--- config.mk ---
export PLATFORM = sky130hd
export DESIGN_NAME = dinucleotide_window_masker
export DESIGN_NICKNAME = d
export VERILOG_FILES = /design/src/design/dwm_pkg.sv /design/src/design/dinucleotide_window_masker.sv
export VERILOG_INCLUDE_DIRS = /design/src /design/src/design
export SDC_FILE = /design/constraint.sdc
export NUM_CORES = 1
export LEC_CHECK = 0
export BUFFER_PORTS_ARGS = -buffer_cell sky130_fd_sc_hd__buf_4
export CAP_MARGIN = 20
export CORE_UTILIZATION = 30
export CTS_CLUSTER_DIAMETER = 40
export DETAILED_ROUTE_END_ITERATION = 7
export HOLD_SLACK_MARGIN = 0.05
export SLEW_MARGIN = 20
export SYNTH_ARGS = -nofsm -noshare
export SYNTH_HDL_FRONTEND = slang
export SYNTH_SLANG_ARGS = --single-unit
export TNS_END_PERCENT = 100
--- constraint.sdc ---
create_clock -name clk -period 11.25 [get_ports clk]
set_input_delay 1.125 -clock clk [delete_from_list [all_inputs] [get_ports clk]]
set_output_delay 1.125 -clock clk [all_outputs]
set_load 0.02 [all_outputs]
--- src/design/dinucleotide_window_masker_macros.svh ---
// ----------------------------------------------------------------------------
// Assertion macros for the dinucleotide window masker
// Immediate-style wrappers around concurrent properties; empty for synthesis.
// ----------------------------------------------------------------------------
`ifndef DINUCLEOTIDE_WINDOW_MASKER_MACROS_SVH
`define DINUCLEOTIDE_WINDOW_MASKER_MACROS_SVH

`ifndef SYNTHESIS
// cond must hold at every clock edge out of reset
`define DWM_ASSERT(label, clk, rst_n, cond) \
	label: assert property (@(posedge clk) disable iff (!rst_n) (cond)) \
		else $error("dwm: property violated");
// cons must hold in the cycle after ante
`define DWM_ASSERT_NEXT(label, clk, rst_n, ante, cons) \
	label: assert property (@(posedge clk) disable iff (!rst_n) (ante) |=> (cons)) \
		else $error("dwm: property violated");
`else
`define DWM_ASSERT(label, clk, rst_n, cond)
`define DWM_ASSERT_NEXT(label, clk, rst_n, ante, cons)
`endif

`endif

--- src/design/dwm_pkg.sv ---
// ----------------------------------------------------------------------------
// dwm_pkg
// Shared widths, reset values and the result record of the window masker.
// ----------------------------------------------------------------------------
package dwm_pkg;

	localparam int WINDOW_DEF = 20;
	localparam int CNT_W      = 7;
	localparam int THR_W      = 7;
	localparam int MERGE_W    = 16;
	localparam int POS_W      = 32;
	localparam int ADDR_W     = 3;
	localparam int DATA_W     = 32;
	localparam int FIFO_DEPTH = 4;
	localparam int FIFO_AW    = 2;

	localparam logic [THR_W-1:0]   THR_RST   = 7'd16;
	localparam logic [MERGE_W-1:0] MERGE_RST = 16'd15;
	localparam logic [POS_W-1:0]   POS_MAX   = 32'hFFFF_FFFF;

	// register index, taken from paddr[2]
	localparam logic REG_THR   = 1'b0;
	localparam logic REG_MERGE = 1'b1;

	typedef struct packed {
		logic [POS_W-1:0] start;
		logic [POS_W-1:0] stop;
		logic             ivalid;
		logic             done;
	} result_t;

endpackage

--- src/design/dinucleotide_window_masker.sv ---
// A base accepted into stage 1 is evaluated once the output queue has room;
// its records are shown from the following cycle on. Throughput: one base per
// cycle while the queue has room, set by the window memory read on accept,
// ahead of the count update. Up to two records per base leave through a
// four-entry output queue, which stalls the pipe when it has under two free.
// Reset clears control state and registers; the window memory is not cleared.
// ----------------------------------------------------------------------------
// dinucleotide_window_masker
// Sliding-window base counter that flags windows rich in two base codes and
// merges flagged windows into masked intervals.
// ----------------------------------------------------------------------------
`include "dinucleotide_window_masker_macros.svh"

module dinucleotide_window_masker #(
	parameter int WINDOW = dwm_pkg::WINDOW_DEF
) (
	input  logic                       clk,
	input  logic                       arst_n,
	// sequence input
	input  logic                       in_valid,
	output logic                       in_ready,
	input  logic [1:0]                 base,
	input  logic                       seq_last,
	// interval output
	output logic                       out_valid,
	input  logic                       out_ready,
	output logic [dwm_pkg::POS_W-1:0]  interval_start,
	output logic [dwm_pkg::POS_W-1:0]  interval_end,
	output logic                       interval_valid,
	output logic                       sequence_done,
	// configuration
	input  logic                       psel,
	input  logic                       penable,
	input  logic                       pwrite,
	input  logic [dwm_pkg::ADDR_W-1:0] paddr,
	input  logic [dwm_pkg::DATA_W-1:0] pwdata,
	output logic [dwm_pkg::DATA_W-1:0] prdata,
	output logic                       pready
);
	import dwm_pkg::*;

	localparam int AW = (WINDOW > 1) ? $clog2(WINDOW) : 1;

	// configuration registers
	logic [THR_W-1:0]   thr_q;
	logic [MERGE_W-1:0] merge_q;

	// window memory and its write pointer
	logic [1:0]    win_mem [WINDOW];
	logic [AW-1:0] wr_ptr_q;

	// evaluation stage
	logic          valid_s1;
	logic [1:0]    base_s1;
	logic          last_s1;
	logic [AW-1:0] ptr_s1;
	logic [1:0]    old_base_s1;

	// sequence state
	logic [CNT_W-1:0] cnt_q [4];
	logic [POS_W-1:0] pos_q;
	logic             open_q;
	logic [POS_W-1:0] open_start_q;
	logic [POS_W-1:0] open_end_q;

	// output queue
	result_t          fifo_q [FIFO_DEPTH];
	logic [FIFO_AW-1:0] head_q;
	logic [FIFO_AW-1:0] tail_q;
	logic [FIFO_AW:0]   fill_q;

	logic in_fire;
	logic s1_fire;
	logic out_fire;
	logic cfg_wr;

	logic             full;
	logic             flagged;
	logic [POS_W-1:0] lo;
	logic             gap_far;
	logic             push_close;
	logic             push_final;
	logic             open_nx;
	logic [POS_W-1:0] open_start_nx;
	logic [POS_W-1:0] open_end_nx;
	logic [CNT_W-1:0] cnt_nx [4];
	result_t          rec_close;
	result_t          rec_final;
	logic [FIFO_AW:0] push_n;

	assign pready   = 1'b1;
	assign cfg_wr   = psel && penable && pwrite && pready;

	assign s1_fire  = valid_s1 && (fill_q <= (FIFO_AW+1)'(FIFO_DEPTH - 2));
	assign in_ready = !valid_s1 || s1_fire;
	assign in_fire  = in_valid && in_ready;
	assign out_valid = (fill_q != '0);
	assign out_fire  = out_valid && out_ready;

	assign interval_start = fifo_q[head_q].start;
	assign interval_end   = fifo_q[head_q].stop;
	assign interval_valid = fifo_q[head_q].ivalid;
	assign sequence_done  = fifo_q[head_q].done;

	always_comb begin
		unique case (paddr[2])
			REG_THR:   prdata = DATA_W'(thr_q);
			REG_MERGE: prdata = DATA_W'(merge_q);
			default:   prdata = '0;
		endcase
	end

	// pair test, interval update and count update for the base in stage 1
	always_comb begin
		full    = (pos_q >= POS_W'(WINDOW));
		lo      = pos_q - POS_W'(WINDOW);
		flagged = 1'b0;
		for (int a = 0; a < 4; a++) begin
			for (int b = a + 1; b < 4; b++) begin
				if ({1'b0, cnt_q[a]} + {1'b0, cnt_q[b]} > {1'b0, thr_q})
					flagged = 1'b1;
			end
		end
		gap_far = {1'b0, lo} > ({1'b0, open_end_q} + (POS_W+1)'(merge_q));

		push_close    = 1'b0;
		open_nx       = open_q;
		open_start_nx = open_start_q;
		open_end_nx   = open_end_q;
		if (full && flagged) begin
			if (!open_q) begin
				open_nx       = 1'b1;
				open_start_nx = lo;
				open_end_nx   = pos_q;
			end else if (gap_far) begin
				push_close    = 1'b1;
				open_start_nx = lo;
				open_end_nx   = pos_q;
			end else begin
				open_end_nx   = pos_q;
			end
		end
		push_final = last_s1;

		rec_close = '{start: open_start_q, stop: open_end_q, ivalid: 1'b1, done: 1'b0};
		if (open_nx)
			rec_final = '{start: open_start_nx, stop: open_end_nx, ivalid: 1'b1, done: 1'b1};
		else
			rec_final = '{start: '0, stop: '0, ivalid: 1'b0, done: 1'b1};

		for (int k = 0; k < 4; k++) begin
			cnt_nx[k] = cnt_q[k];
			if (full && (old_base_s1 == 2'(k)))
				cnt_nx[k] = cnt_nx[k] - 1'b1;
			if (base_s1 == 2'(k))
				cnt_nx[k] = cnt_nx[k] + 1'b1;
		end

		push_n = '0;
		if (s1_fire)
			push_n = (FIFO_AW+1)'(push_close) + (FIFO_AW+1)'(push_final);
	end

	// window memory: read the oldest entry on accept, write the new base in stage 1
	always_ff @(posedge clk) begin
		if (in_fire)
			old_base_s1 <= win_mem[wr_ptr_q];
		if (s1_fire)
			win_mem[ptr_s1] <= base_s1;
	end

	// stage payload and queue entries
	always_ff @(posedge clk) begin
		if (in_fire) begin
			base_s1 <= base;
			last_s1 <= seq_last;
			ptr_s1  <= wr_ptr_q;
		end
		if (s1_fire) begin
			if (push_close) begin
				fifo_q[tail_q]                    <= rec_close;
				if (push_final)
					fifo_q[tail_q + FIFO_AW'(1)] <= rec_final;
			end else if (push_final) begin
				fifo_q[tail_q]                    <= rec_final;
			end
		end
	end

	always_ff @(posedge clk or negedge arst_n) begin
		if (!arst_n) begin
			thr_q        <= THR_RST;
			merge_q      <= MERGE_RST;
			wr_ptr_q     <= '0;
			valid_s1     <= 1'b0;
			pos_q        <= '0;
			open_q       <= 1'b0;
			open_start_q <= '0;
			open_end_q   <= '0;
			head_q       <= '0;
			tail_q       <= '0;
			fill_q       <= '0;
			for (int k = 0; k < 4; k++)
				cnt_q[k] <= '0;
		end else begin
			if (cfg_wr) begin
				unique case (paddr[2])
					REG_THR:   thr_q   <= pwdata[THR_W-1:0];
					REG_MERGE: merge_q <= pwdata[MERGE_W-1:0];
					default:   ;
				endcase
			end

			if (in_fire) begin
				// advance the circular write pointer
				if (wr_ptr_q == AW'(WINDOW - 1))
					wr_ptr_q <= '0;
				else
					wr_ptr_q <= wr_ptr_q + 1'b1;
			end
			if (in_fire)
				valid_s1 <= 1'b1;
			else if (s1_fire)
				valid_s1 <= 1'b0;

			if (s1_fire) begin
				if (last_s1) begin
					// drop the sequence state; the memory needs no clearing
					pos_q        <= '0;
					open_q       <= 1'b0;
					open_start_q <= '0;
					open_end_q   <= '0;
					for (int k = 0; k < 4; k++)
						cnt_q[k] <= '0;
				end else begin
					if (pos_q != POS_MAX)
						pos_q <= pos_q + 1'b1;
					open_q       <= open_nx;
					open_start_q <= open_start_nx;
					open_end_q   <= open_end_nx;
					for (int k = 0; k < 4; k++)
						cnt_q[k] <= cnt_nx[k];
				end
			end

			tail_q <= tail_q + push_n[FIFO_AW-1:0];
			if (out_fire)
				head_q <= head_q + 1'b1;
			fill_q <= fill_q + push_n - (FIFO_AW+1)'(out_fire);
		end
	end

	logic [CNT_W+1:0] cnt_sum;
	assign cnt_sum = (CNT_W+2)'(cnt_q[0]) + (CNT_W+2)'(cnt_q[1])
		+ (CNT_W+2)'(cnt_q[2]) + (CNT_W+2)'(cnt_q[3]);

	`DWM_ASSERT(a_fifo_bound, clk, arst_n, fill_q <= (FIFO_AW+1)'(FIFO_DEPTH))
	`DWM_ASSERT(a_cnt_sum, clk, arst_n, cnt_sum <= (CNT_W+2)'(WINDOW))
	`DWM_ASSERT(a_open_order, clk, arst_n, !open_q || (open_end_q >= open_start_q))
	`DWM_ASSERT_NEXT(a_pos_mono, clk, arst_n, s1_fire && !last_s1, pos_q >= $past(pos_q))

endmodule

---- Word level (Yosys, flattened, before mapping) ----
Memories as Yosys holds them, arrays and structs flattened. A register that Yosys moved wholly into a read port is not among the register bits.
Index checks and enable logic that the tools add are counted.
word-level totals
  register bits after elaboration ......... 169
  bits in writable memories ............... 304
  input bits .............................. 45
  output and inout bits ................... 101
  logic and storage cells ................. 130
  memories ................................ 2
operators by class
  add/subtract/negate cells ............... 24
  magnitude comparators ................... 9
  equality and inequality tests ........... 8
  mux-type cells .......................... 47
  bitwise gates (word level) .............. 2
  reductions and logical operators ........ 20
memory list
  name     words  bits a word  rd ports  clocked after Yosys merged registers in  write ports  RTL line                          text
  fifo_q   4      66           1         0                                        2            dinucleotide_window_masker.sv:67  result_t fifo_q [FIFO_DEPTH];
  win_mem  20     2            1         1                                        1            dinucleotide_window_masker.sv:49  logic [1:0] win_mem [WINDOW];
operator list
  cell                                                                 count
  2-to-1 mux 32 bit                                                    8
  2-to-1 mux 66 bit                                                    2
  case mux 32 bit (2 select lines)                                     1
  2-to-1 mux 7 bit                                                     8
  adder 7 x 7 -> 8 bit                                                 6
  > comparator 8 x 7 -> 1 bit                                          6
  adder 32 x 16 -> 33 bit                                              1
  > comparator 32 x 33 -> 1 bit                                        1
  adder 32 x 1 -> 32 bit (second input constant)                       1
  greater-or-equal comparator 32 x 5 -> 1 bit (second input constant)  1
  inequality test 32 bit (second input constant)                       1
  subtractor 32 x 5 -> 32 bit (second input constant)                  1
  adder 7 x 1 -> 7 bit (second input constant)                         4
  2-to-1 mux 28 bit                                                    1
  subtractor 7 x 1 -> 7 bit (second input constant)                    4
  2-to-1 mux 1 bit                                                     25
  logical AND 1 bit                                                    10
  equality test 2 bit (second input constant)                          4
  AND reduction 2 bit                                                  3
  adder 5 x 1 -> 5 bit (second input constant)                         1
  equality test 5 bit (second input constant)                          1
  2-to-1 mux 5 bit                                                     1
  adder 2 x 1 -> 2 bit (second input constant)                         2
  equality test 2 x 1 -> 1 bit (second input constant)                 2
  13 further kinds                                                     15

---- Longest topological paths before layout ----
Gate-level depths: netlist of run 1.
  depth after elaboration ................. 14
  depth in mapped cells ................... 31
  gate-level depth less buffers ........... 26

---- Worst setup path after synthesis of run 1 ----
Ideal clock, no wire load.
  path type ............................... flip-flop to flip-flop
  from .................................... reg merge_q[0]
  to ...................................... mem fifo_q[1][10] (netlist bit) (enable)
  library setup time ...................... 0.425 ns
  arrival ................................. 7.223 ns
  data required time ...................... 10.825 ns
  path slack .............................. 3.602 ns
  cell stages (with the launch flop) ...... 30
  path buffers ............................ 6
  clock period less this slack ............ 7.648 ns
  cell sequence ........................... dfstp_2 > ha_1 > fa_1 > a211oi_2 > o211ai_1 > a31oi_1 > o41ai_2 > and2_1 > and3_1 > clkbuf_1 > nand4_1 > xor2_1 > ha_1 > nand4_1 > or4_1 > nor4bb_1 > a41oi_1 > and2_1 > buf_4 > and2_1 > buf_6 > nand2_1 > ha_1 > and3_1 > clkbuf_1 > a31oi_1 > or2_2 > buf_2 > buf_2 > nand2_1
RTL lines
  item                    RTL line                           text
  start, declared         dinucleotide_window_masker.sv:46   logic [MERGE_W-1:0] merge_q;
  start signal, assigned  dinucleotide_window_masker.sv:209  REG_MERGE: merge_q <= pwdata[MERGE_W-1:0];
  end, declared           dinucleotide_window_masker.sv:67

==> impl_summary.md, run 1 <==
Critical path
The worst path buffer plus inverter count is 3. The data arrival time of the critical path is around 9.2 ns. The largest single stage delay on the critical path is ~0.79 ns.

The depth of the worst register-to-register path is 25. The capturing point of the worst reg2reg path is fifo_q[2][63]. The destination of the critical timing path is fifo_q[2][63]. The reg-to-reg startpoint is merge_q[0]. The critical path required time is around 12 ns. The cell at the slowest stage of the critical path is sky130_fd_sc_hd__inv_2. STA classifies the critical path endpoint as a flip-flop. Among cell families on the critical path, the largest total delay comes from simple AND/OR/NAND/NOR gates. In this run the worst path has a maximum fanout of 33. The startpoint type of the worst setup path is a flip-flop.

The total stage count of the critical path is 25. The slack of the worst reg-to-reg path is about 2.3 ns. The critical setup path kind is flip-flop to flip-flop. The timing startpoint of the critical path is merge_q[0].

Synthesis
In the synthesized netlist the dominant register cell turns out to be sky130_fd_sc_hd__edfxtp_1. The warning count from the yosys run is 0. The synthesized netlist occupies a cell area of around 30000 sq um.

The synthesized area divided by synthesized cell count is around 11 sq um. Counting flops with a built-in enable in the synthesized netlist gives 310. After synthesis the netlist holds a flip-flop and latch count of around 480. Yosys attributes the largest share of cell area to sky130_fd_sc_hd__edfxtp_1, sky130_fd_sc_hd__dfrtp_1, sky130_fd_sc_hd__ha_1. In the synthesized netlist the async set-or-reset flop fraction comes to 33.89%.

Of the post-synthesis cell area, the dominant cell type holds 31.51%. The library cell with the largest summed area after synthesis is sky130_fd_sc_hd__edfxtp_1. Synthesis produced 2739 cells. After synthesis, the netlist uses 100 different library cells. Sequential cells were found to cover roughly 45% of the synthesized design area.

Floorplanning
The area inside the core boundary is a little under 100000 sq um. The floorplan has ~110 rows. The floorplan step set the die height to 315.8 um. The floorplan step defined a die boundary enclosing between 90000 and 100000 sq um. The number of top-level pins is roughly 150. The starting utilization of the core area is a little under a third. The width of the die is ~320 um.

Timing
The worst clock skew on the final layout is 0.07142 ns. After layout, the minimum clock period comes to around 9 ns. The share of the clock period used by the worst path after layout is 79.55%. Setup repair after global routing left no endpoint under its margin.

The transition time of the tightest slew-check pin is around 1.1 ns. For the final routed database, the setup TNS stands at 0 ns. The number of hold-slack violations in the final timing report is 0. The final setup violation count is 0. Headroom to the max-slew limit came out at 25.68%.

The total count of max-transition violations in the final report is 0. Derived from the worst setup path, the maximum achievable clock frequency is 0.1117 GHz.

Global route
The overall fraction of global-route tracks in use is 18.29%. The first global-routing pass estimated between 100 and 150 mm of wire. Entering global routing, the biggest net connects 76 pins. For this run the aggregate overflow at the end of global routing stands at 0. The via count of the first global-routing pass was 22260. The number of antenna violations at the first check in global routing was 0.

Clock tree
The TritonCTS buffer count is between 80 and 90. The TritonCTS clock tree is yes. The worst-skew pair later-pin latency is roughly 0.67 ns.

In this run the number of H-tree levels came out at 3. Post-CTS timing repair inserted 0 buffers for setup. The count of hold buffers inserted by post-cts repair is 0. The root buffer cell is sky130_fd_sc_hd__clkbuf_16.

The post-CTS resize count is 0. For this design, the sink count on the clock tree is ~480. After clock tree synthesis, the clock-pin slew on the worst setup and hold paths is around 0.05 ns. The maximum count of clock buffers along a single path is 3.

Layout
0 antenna diodes ended up in the layout. The area growth from synthesis to layout is 16.26%. Counting the fill cells in the layout gives between 9000 and 10000. The fraction of layout instances using a drive strength above 1 is between 10% and 20%. After routing the design area is between 30000 and 40000 sq um. The footprint of the flip-flops and latches is about 13000 sq um.

Summing all multi-input logic gate instances after layout gives 14840 sq um. The number of nets in the finished design is approximately 3000.

Route
Wires add up to a little over 90 mm. After detailed routing, the number of remaining DRC violations is 0. The first routing iteration left ~2300 violations. The first detailed-routing pass took 6 iterations. The per-cell routed wire length is approximately 23 um.

For this block, the via count after detailed routing is 22990. Dividing the detail-routed via count by the number of cells gives 5.622. Once detail routing completed, the nets flagged for antenna violations numbered 0.

Pwr
Summing internal, switching and leakage power gives between 0.007 and 0.008 W. Dividing total power by cell area gives a power density of between 200 and 250 nW/um^2. The standby leakage power is approximately 12 nW.

The worst ir drop on vdd is about 0.14 mV.

Job
Max-cap violations in this run came to 0.

Hold path
The kind of path behind the tightest hold check is flip-flop to flip-flop.

Placement
The HPWL after detailed placement is a little under 60 mm. The count of port buffers added during placement is between 100 and 150. The congestion estimate from routability-driven global placement came to around 0.9. The placed instance area is approximately 31000 sq um.

Status
The flow ran to the end, and the final reports show no timing, DRC or antenna violations.
## power breakdown
group          total [W]  internal [W]  leakage, nW  switching, W
Sequential       0.00243       0.00209         4.99      0.000334
Combinational    0.00254       0.00102         5.94       0.00152
Clock            0.00269       0.00169         1.46       0.00101
Total            0.00767       0.00480         12.4       0.00286
## cell usage after synthesis, drive strengths merged (41+ instances only)
library cell	instances
a211oi	45
a21oi	126
a22o	129
a22oi	68
buf	119
clkbuf	144
dfrtp	156
edfxtp	310
ha	152
inv	67
mux4	78
nand2	266
nand3	45
nor2	201
nor3	62
o21ai	101
o22ai	41
o2bb2ai	50
xnor2	89
xor2	52
## state kept, by name, summed over array words and instances, names as in the netlist, 3 cells and up
name,count
fill_q,3
merge_q,16
thr_q,7
pos_q,32
ptr_s1,5
open_end_q,32
win_mem,40
wr_ptr_q,5
fifo_q,264
open_start_q,32
cnt_q,28
## routing by layer
| metal | vias up | part of all wire (%) | global-route usage (%) |
|---|---|---|---|
| met5 | - | 0 | 0 |
| met4 | 0 | 3.8 | 7.224 |
| met3 | 187 | 8.0 | 3.483 |
| met2 | 1084 | 47 | 29.15 |
| met1 | 11310 | 42 | 24.46 |
| li1 | 10410 | - | - |
## worst min path at each step
stage / start / endpoint / slack [ns] / depth (start not counted)
after floorplan: fifo_q[1][0] / fifo_q[1][0] / 0.42 / 1
after global placement: fifo_q[1][0] / fifo_q[1][0] / 0.43 / 1
after detailed placement: fifo_q[1][0] / fifo_q[1][0] / 0.44 / 1
after CTS: fifo_q[0][0] / fifo_q[0][0] / 0.46 / 2
after global routing: fifo_q[1][0] / fifo_q[1][0] / 0.49 / 1
final: fifo_q[1][0] / fifo_q[1][0] / 0.47 / 1
## cell type report
cell class,count,area share (%)
Sequential cell,475,39.11
Tap cell,1276,4.648
Multi-Input combinational cell,1949,43.20
Timing Repair Buffer,154,3.421
Clock inverter,63,2.055
Inverter,67,0.7322
Clock buffer,105,6.838
## cells in the final DEF (no fill, tap or decap), types with 12 or more instances in the layout
master                      count
sky130_fd_sc_hd__a211oi_1      43
sky130_fd_sc_hd__a21o_1        24
sky130_fd_sc_hd__a21oi_1      123
sky130_fd_sc_hd__a22o_1       129
sky130_fd_sc_hd__a22oi_1       68
sky130_fd_sc_hd__a32oi_1       14
sky130_fd_sc_hd__and2_1        26
sky130_fd_sc_hd__and3_1        14
sky130_fd_sc_hd__buf_4        152
sky130_fd_sc_hd__clkbuf_16     90
sky130_fd_sc_hd__conb_1        17
sky130_fd_sc_hd__dfrtp_1      153
sky130_fd_sc_hd__edfxtp_1     310
sky130_fd_sc_hd__ha_1         152
sky130_fd_sc_hd__inv_1         64
sky130_fd_sc_hd__mux2_2        30
sky130_fd_sc_hd__mux2i_1       29
sky130_fd_sc_hd__mux4_2        78
sky130_fd_sc_hd__nand2_1      262
sky130_fd_sc_hd__nand2b_1      12
sky130_fd_sc_hd__nand3_1       43
sky130_fd_sc_hd__nand4_1       31
sky130_fd_sc_hd__nor2_1       194
sky130_fd_sc_hd__nor2b_1       19
sky130_fd_sc_hd__nor3_1        61
sky130_fd_sc_hd__nor4_1        19
sky130_fd_sc_hd__o211ai_1      15
sky130_fd_sc_hd__o21ai_0       93
sky130_fd_sc_hd__o21bai_1      14
sky130_fd_sc_hd__o221ai_1      20
sky130_fd_sc_hd__o22ai_1       37
sky130_fd_sc_hd__o2bb2ai_1     50
sky130_fd_sc_hd__o32ai_1       24
sky130_fd_sc_hd__or3_1         18
sky130_fd_sc_hd__xnor2_1       88
sky130_fd_sc_hd__xor2_1        52
## metrics by stage
stage	utilization (%)	worst slack, ns	hold slack (ns)	instances
2_1_floorplan	-	3.602	0.4217	2754
3_3_place_gp	32.17	2.545	0.4337	3920
3_5_place_dp	32.18	2.384	0.4394	3920
4_1_cts	35.32	2.356	0.4627	4088
5_1_grt	35.36	1.848	0.4915	4089
6_report	35.36	2.301	0.4661	4089
## cell families (layout without fill, tap and decap cells)
logic type	after synthesis	count (layout)	synth area share (%)
buffers and inverters	330	389	4.850
adders and majority gates	160	160	6.980
and+or+nand+nor	754	754	11.99
DFF	475	475	45.44
AOI/OAI and AO/OA	739	739	18.39
xor gates and xnor gates	141	141	4.206
other	2	17	0.02542
muxes	138	138	8.119
Note: power is estimated with default switching activity, not from simulation.
==> inputs of run 2 (changes only) <==
Clock period 11.25 ns to 8.1 ns, I/O delays scaled along.
==> impl_summary.md, run 2 (synthesized netlist as in run 1, its figures left out) <==
Status
The run finished with clean final reports.

Global route
The via count of the first global-routing pass is between 20000 and 25000. Global routing used 18.46% of the available tracks across all layers. The global-route wire length before repair is 140.4 mm.

Entering global routing, the biggest net connects 70 pins. The number of antenna violations at the first check in global routing is 1. The global-route congestion overflow total is 0.

Layout
The flip-flop count of the largest register after layout is approximately 260. The top cell types in the final layout, fill and taps aside, are sky130_fd_sc_hd__edfxtp_1, sky130_fd_sc_hd__nand2_1, sky130_fd_sc_hd__nor2_1. The largest register by flop count is fifo_q. The area growth from synthesis to layout is 16.54%. The largest registers in the layout are fifo_q (264), win_mem (40). The count of inserted antenna diode cells is 0. Leaving out fill and tap cells, the most frequent cell in the layout is sky130_fd_sc_hd__edfxtp_1. The fraction of layout instances using a drive strength above 1 is 17.86%. The number of nets in the finished design is 2960.

Placement
In this run the tool buffered the top-level ports with between 100 and 150 buffer cells. The congestion estimate from routability-driven global placement came to slightly below 0.9. The wire-length estimate of the detail-placed layout is about 59 mm.

Route
The per-cell via count in the routed design is around 5.6. The number of optimization iterations in the first detailed-route pass is 5. The per-cell routed wire length is ~23 um. The routed via count is around 23000. The first routing iteration left 2250 violations.

The detail route stage leaves a number of antenna-violating nets equal to 0. After detailed routing, the total wire length is roughly 94 mm. The residual DRC count is 0.

Timing
Hold timing on the final database bottoms out at a slack of 0.1938 ns. Counting I/O delays and the setup requirement, the final critical path takes around 7.3 ns. The final setup violation count is 0.

The setup TNS is 0 ns. At the pin with the least slew margin, the transition time is 1.139 ns. The number of hold-slack violations in the final timing report is 0.

The share of the clock period used by the worst path after layout is between 90% and 100%. The total count of max-transition violations in the final report is 0. Derived from the worst setup path, the maximum achievable clock frequency is about 0.14 GHz. The worst clock skew on the final layout is 0.04533 ns. Setup repair after global routing left no endpoint under its margin. The relative slew slack is between 20% and 30%.

Critical path
STA puts the critical path data arrival time at 7.81 ns. Along the worst path, the maximum fanout reaches 30. The critical setup path kind is flip-flop to flip-flop.

The endpoint type of the worst setup path is a flip-flop. The critical path required time is around 8.6 ns. The worst setup path is launched from a flip-flop.

Clock tree
Buffers inserted during clock tree synthesis total 85. The number of clock sinks is 475. The post-CTS resize count is 0. CTS placed an instance of sky130_fd_sc_hd__clkbuf_16 at the clock tree root. Counting along the longest clock path gives a buffer depth of 3.

The maximum level of the CTS H-tree is 3. The count of hold buffers inserted by post-cts repair is 0. At the later pin of the worst-skew pair, clock insertion delay measures ~0.65 ns. TritonCTS built the clock tree. The clock transition at the register clock pins on the worst setup and hold paths after CTS is roughly 0.050 ns. The number of buffers inserted to repair setup after CTS is 0.

Floorplanning
The die boundary height is 315.8 um. From left edge to right edge, the die measures ~320 um. The floorplan step defined a die boundary enclosing between 90000 and 100000 sq um.

The number of rows created at floorplan is between 100 and 150. The initial utilization of the core area, before any placement, comes to between 30% and 40%. The number of top-level pins is 146. The area inside the core boundary is slightly below 100000 sq um.

Pwr
The analysis attributes to cell leakage a power of about 12 nW. The total power after layout is 0.01056 W. The worst-case IR drop observed on VDD is around 0.16 mV.

The areal power density over the cells is 306.7 nW/um^2.

Job
The count of max-cap constraint violations is 0.

Hold path
The kind of path behind the tightest hold check is primary input to async pin.
run 2: worst paths after layout:
| path | endpoint | slack (ns) | cells past startpoint | from |
|---|---|---|---|---|
| max | fifo_q[3][48] | 0.75 | 26 | merge_q[0] |
| min | merge_q[6] | 0.19 | 1 | arst_n |
| max reg2reg | fifo_q[3][48] | 0.75 | 26 | merge_q[0] |
| min reg2reg | fifo_q[1][0] | 0.46 | 1 | fifo_q[1][0] |
| max in group asynchronous | head_q[0] | 6.61 | 2 | arst_n |
| min in group clk | base_s1[1] | 0.36 | 1 | base[1] |
run 2: per-layer routing:
| layer | vias up | global-route usage, % | wire (um) |
|---|---|---|---|
| li1 | 10440 | - | - |
| met1 | 11330 | 24.61 | 38930 |
| met2 | 976 | 29.33 | 43120 |
| met3 | 226 | 3.148 | 7445 |
| met4 | 2 | 8.300 | 4123 |
| met5 | - | 0 | 13 |
run 2: stage by stage:
step	utilization [%]	instance area (sq um)	instances	setup slack (ns)
after floorplan	-	29600	2754	0.4521
after global placement	32.40	31470	3944	0.9167
after detailed placement	32.40	31470	3944	0.7587
after CTS	35.44	34420	4104	0.7275
after global routing	35.44	34430	4104	0.2157
final	35.44	34430	4104	0.7548
run 2: power by group:
group	leakage [nW]	switching, W	total (W)	internal, W
Clock	1.43	0.00139	0.00363	0.00224
Sequential	4.99	0.000441	0.00335	0.00291
Combinational	6.06	0.00214	0.00358	0.00144
run 2: area by class of cell:
type                            instances  area [sq um]
Tap cell                             1276          1597
Multi-Input combinational cell       1949         14800
Fill cell                            9500         62710
Timing Repair Buffer                  177          1389
Clock inverter                         66         720.7
Clock buffer                           94          2232
Sequential cell                       475         13430
Inverter                               67         251.5
run 2: worst max-delay path, cell delays in order, from the launching register on:
cell	delay, ns
sky130_fd_sc_hd__dfstp_2	0.61
sky130_fd_sc_hd__ha_1	0.21
sky130_fd_sc_hd__fa_1	0.25
sky130_fd_sc_hd__a211oi_2	0.10
sky130_fd_sc_hd__o211ai_1	0.23
sky130_fd_sc_hd__a31oi_1	0.22
sky130_fd_sc_hd__o41ai_2	0.58
sky130_fd_sc_hd__and2_1	0.26
sky130_fd_sc_hd__and3_1	0.29
sky130_fd_sc_hd__nand4_1	0.14
sky130_fd_sc_hd__xor2_1	0.18
sky130_fd_sc_hd__ha_1	0.30
sky130_fd_sc_hd__nand4_1	0.12
sky130_fd_sc_hd__or4_1	0.62
sky130_fd_sc_hd__nor4bb_1	0.33
sky130_fd_sc_hd__a41oi_1	0.14
sky130_fd_sc_hd__and2_1	0.27
sky130_fd_sc_hd__and2_1	0.15
sky130_fd_sc_hd__nand2_1	0.11
sky130_fd_sc_hd__ha_1	0.33
sky130_fd_sc_hd__and3_1	0.30
sky130_fd_sc_hd__nand2_1	0.07
sky130_fd_sc_hd__o21ai_0	0.10
sky130_fd_sc_hd__nand2_1	0.29
sky130_fd_sc_hd__o32ai_4	0.29
sky130_fd_sc_hd__buf_4	0.45
sky130_fd_sc_hd__o2bb2ai_1	0.18
